===== config.mk =====
export PLATFORM = sky130hd
export DESIGN_NAME = crpt_cell
export DESIGN_NICKNAME = d
export VERILOG_FILES = /design/src/crpt_pkg.sv /design/src/crpt_cell.sv
export SDC_FILE = /design/constraint.sdc
export NUM_CORES = 1
export LEC_CHECK = 0
export ABC_CLOCK_PERIOD_IN_PS = 8100
export BUFFER_PORTS_ARGS = -buffer_cell sky130_fd_sc_hd__buf_2
export CAP_MARGIN = 5
export CORE_AREA = 2 2 188 190
export DETAILED_ROUTE_END_ITERATION = 16
export DIE_AREA = 0 0 190 192
export PLACE_DENSITY_LB_ADDON = 0.1
export SYNTH_ARGS = -nofsm -noshare
export SYNTH_HDL_FRONTEND = slang
export SYNTH_SLANG_ARGS = --single-unit

===== constraint.sdc =====
create_clock -name clk -period 8.1 [get_ports clk]
set_input_delay 1.62 -clock clk [delete_from_list [all_inputs] [get_ports clk]]
set_output_delay 1.62 -clock clk [all_outputs]
set_load 0.02 [all_outputs]

===== src/crpt_pkg.sv =====
// Shared constants, codes and control structs for the convex region point test.
// No dependencies; used by every module of the block.
package crpt_pkg;

    localparam int MAX_PLANES_DEF  = 16;
    localparam int COORD_WIDTH_DEF = 32;

    localparam int PIDX_W    = 4;    // plane_index field
    localparam int COEF_W    = 32;   // a, b, c, x, y, z fields
    localparam int OFFSET_W  = 64;   // d field
    localparam int PCOUNT_W  = 5;    // plane_count register
    localparam int SUM_W     = 66;   // exact sum of three products and d

    // s_tdata layout, lowest bit first
    localparam int PIDX_LSB  = 0;
    localparam int A_LSB     = PIDX_LSB + PIDX_W;
    localparam int B_LSB     = A_LSB + COEF_W;
    localparam int C_LSB     = B_LSB + COEF_W;
    localparam int D_LSB     = C_LSB + COEF_W;
    localparam int X_LSB     = D_LSB + OFFSET_W;
    localparam int Y_LSB     = X_LSB + COEF_W;
    localparam int Z_LSB     = Y_LSB + COEF_W;
    localparam int S_BITS    = Z_LSB + COEF_W;
    localparam int S_TDATA_W = ((S_BITS + 7) / 8) * 8;
    localparam int M_TDATA_W = 8;

    localparam logic CMD_LOAD  = 1'b0;
    localparam logic CMD_TEST  = 1'b1;
    localparam logic KIND_LOAD = 1'b0;
    localparam logic KIND_TEST = 1'b1;

    typedef struct packed {
        logic load;
        logic shift;
    } cell_ctl_t;

    typedef struct packed {
        logic valid;
        logic used;
        logic last;
    } evl_tag_t;

    typedef struct packed {
        logic valid;
        logic used;
        logic last;
        logic nonpos;
        logic nonneg;
    } evl_res_t;

endpackage


===== src/crpt_cell.sv =====
// One plane slot of the plane ring: loads a plane or takes its neighbor's.
// Depends on crpt_pkg.
module crpt_cell #(
    parameter int PLANE_W = 160
) (
    input  logic               clk,
    input  crpt_pkg::cell_ctl_t ctl,
    input  logic [PLANE_W-1:0] load_plane,
    input  logic [PLANE_W-1:0] neighbor_plane,
    output logic [PLANE_W-1:0] plane
);
    import crpt_pkg::*;

    logic [PLANE_W-1:0] plane_reg;

    always_ff @(posedge clk)
    begin
        if (ctl.load)
        begin
            plane_reg <= load_plane;
        end
        else if (ctl.shift)
        begin
            plane_reg <= neighbor_plane;
        end
    end

    assign plane = plane_reg;

endmodule


==> PnR_summary.wiki <==
{| class="wikitable"
! Metric !! Value
|-
| Minimum clock period after layout || approximately 3.6 ns
|-
| Largest net degree at the start of global routing || between 60 and 70
|-
| Total number of vias || ~5000
|-
| Max Transition Viols Final || 0
|-
| Max incr delay on CP || approximately 0.76 ns
|-
| Final-layout worst hold slack || about 1.5 ns
|-
| Syn nets || ~660
|-
| Total power per unit cell area || 215 mW/mm^2
|-
| Cell area after technology mapping || 0.00711 sq mm
|-
| Number of DRC violations after detailed routing || 0
|-
| First-pass GRT wire length || around 32000 um
|-
| Post-route worst setup slack || between 4 and 5 ns
|-
| Router iterations before antenna repair || 3
|-
| Cells taking the most area after synthesis || sky130_fd_sc_hd__edfxtp_1, sky130_fd_sc_hd__mux2_4, sky130_fd_sc_hd__mux2_2
|-
| Hold Crit Class || primary input to flop
|-
| TritonCTS clock tree || done
|-
| Fmax achieved || 0.281 GHz
|-
| # port buffers || 482
|-
| Highest-count cells in the layout ignoring fill and taps || sky130_fd_sc_hd__buf_2, sky130_fd_sc_hd__edfxtp_1, sky130_fd_sc_hd__mux2_4
|-
| Highest ir drop seen on vdd || 141 uV
|-
| Biggest area consumer among synthesized cells || sky130_fd_sc_hd__edfxtp_1
|-
| Post-placement setup slack || about 4 ns
|-
| Number of cell rows || 68
|-
| Reported max-cap violation count || 0
|-
| Number of DRC violations after detailed-routing iteration 0 || 164
|-
| Net total in the final layout || between 1000 and 1500
|-
| Die width || 190 um
|-
| Number of antenna violations at the first check in global routing || 6
|-
| Post CTS Setup Buffer Count || 0
|-
| Setup violators final || 0
|-
| Crit path max-delay cell type || sky130_fd_sc_hd__buf_4
|-
| Drt wl/cell || about 18 um
|-
| Synthesis-to-finish area growth || 48.3%
|-
| H-tree levels || 4
|-
| Clock net sink count || 160
|-
| Chain of cells forming the critical path || clkbuf_8 -> or2_4 -> buf_4
|-
| Multi-input logic area || about 0.0021 sq mm
|-
| Gate count after technology mapping || between 300 and 400
|-
| Max-slew headroom || between 30% and 40%
|-
| Worst-margin pin slew || approximately 0.96 ns
|-
| Via count of the first global-routing pass || between 5000 and 6000
|-
| Data arrival at the endpoint of the critical path || 3.62 ns
|-
| Initial Util || between 20% and 30%
|-
| Status || finished clean
|-
| Number of buffers inserted for hold repair after clock tree synthesis || 0
|-
| Clock buffers created by TritonCTS || 17
|-
| Total die area || approximately 0.036 sq mm
|-
| Clock root cell || sky130_fd_sc_hd__clkbuf_16
|-
| Total negative setup slack || 0 ns
|-
| Area taken by flip-flops and latches || approximately 0.0048 sq mm
|-
| Die H || 192 um
|-
| Setup repair after global routing missed its margin || false
|-
| Post-cts gate resize count || 0
|-
| Area fraction of the dominant cell type after synthesis || 67.6%
|-
| Crit start category || primary input
|-
| Average instance area after synthesis || ~21 sq um
|-
| Clock Path Buffers || 2
|-
| Number of endpoints with negative hold slack in the final report || 0
|-
| Data required time of the worst path || a little over 8 ns
|-
| Core area || 0.0343 sq mm
|-
| Most frequent standard cell in the layout excluding fill and tap cells || sky130_fd_sc_hd__buf_2
|-
| Via density || 3.77
|-
| Crit Path Category || primary input to flop
|-
| Endpoint kind of the worst setup timing path || flop
|-
| Yosys warning total || 0
|-
| Static Leakage || roughly 4.8 nW
|-
| Antenna viol nets, final || 0
|-
| Global Route Usage Sum || 12.5%
|-
| Post-detailed-routing wire length || about 23000 um
|-
| Fill cell instance count of the final layout || roughly 3600
|-
| Register area share after synthesis || approximately two thirds
|-
| Estimated wirelength of the detail-placed design || about 18000 um
|-
| Clock slew at the register clock pins of the worst setup and hold paths || roughly 0.070 ns
|-
| Number of distinct library cell variants in the gate-level netlist after synthesis || 6
|-
| Fraction of layout cells with a size suffix above 1 || between 80% and 90%
|-
| Routability-driven placement congestion ratio || around 0.70
|-
| Crit path max fanout || 63
|-
| Total congestion overflow after global routing || 0
|-
| Tcrit/Tclk final || a little over two fifths
|-
| Number of placed I/O pins || about 480
|-
| Flops & latches, synth || 160
|-
| Flip-flop count of the largest register, all copies and words added || 160
|}
worst max-delay path, delay by kind of cell:
kind	cells	cell delay, ns
buffers and inverters	2	1.22
and+or+nand+nor	1	0.64
synthesized netlist by cell type (all sizes together):
cell,number
edfxtp,160
or2,1
buf,18
mux2,160
logic make-up (layout without fill, tap and decap cells):
family | count (synthesis) | count (layout) | synth area share, %
AND/OR/NAND/NOR | 1 | 1 | 0.0881
buffers and inverters | 18 | 518 | 2.24
multiplexers | 160 | 160 | 30.1
flip-flops | 160 | 160 | 67.6
other | 0 | 2 | 0
per-stage QoR:
| stage | power [mW] | util (%) | cell area [sq um] | std cells |
|---|---|---|---|---|
| final | 2.27 | 30.7 | 10500 | 1296 |
| after global routing | 2.36 | 30.7 | 10500 | 1294 |
| after CTS | 2.31 | 30.7 | 10500 | 1294 |
| after detailed placement | 1.50 | 29.1 | 9970 | 1262 |
| after global placement | 1.50 | 29.1 | 9970 | 1262 |
| after floorplan | 1.30 | - | 7110 | 339 |
report_power, final:
part / switching [mW] / internal [mW] / total, mW
clock: 0.350 / 0.451 / 0.801
sequential: 0.0204 / 1.02 / 1.04
combinational: 0.237 / 0.192 / 0.428
total: 0.607 / 1.66 / 2.27
cell type report:
type,count,area share (%)
sequential,160,45.6
timing repair buffer,486,23.3
clock inverter,15,1.33
tap,455,5.40
antenna,2,0.0475
multi-input combinational,161,20.3
clock buffer,17,4.04
routing by layer:
layer | global-route usage (%) | vias to the layer above | part of all wire, %
met4 | 4.20 | 8 | 1.3
met2 | 22.4 | 286 | 51
li1 | - | 2313 | -
met3 | 6.41 | 20 | 11
met1 | 12.3 | 2253 | 36
met5 | 0 | - | 0.26
path summary, 6_finish.rpt:
path / from / slack, ns / depth (start not counted) / to
min: load_plane[78] / 1.47 / 2 / plane[78]
max: ctl[1] / 4.55 / 3 / plane[110]
Power figures use the tool's default switching activity.
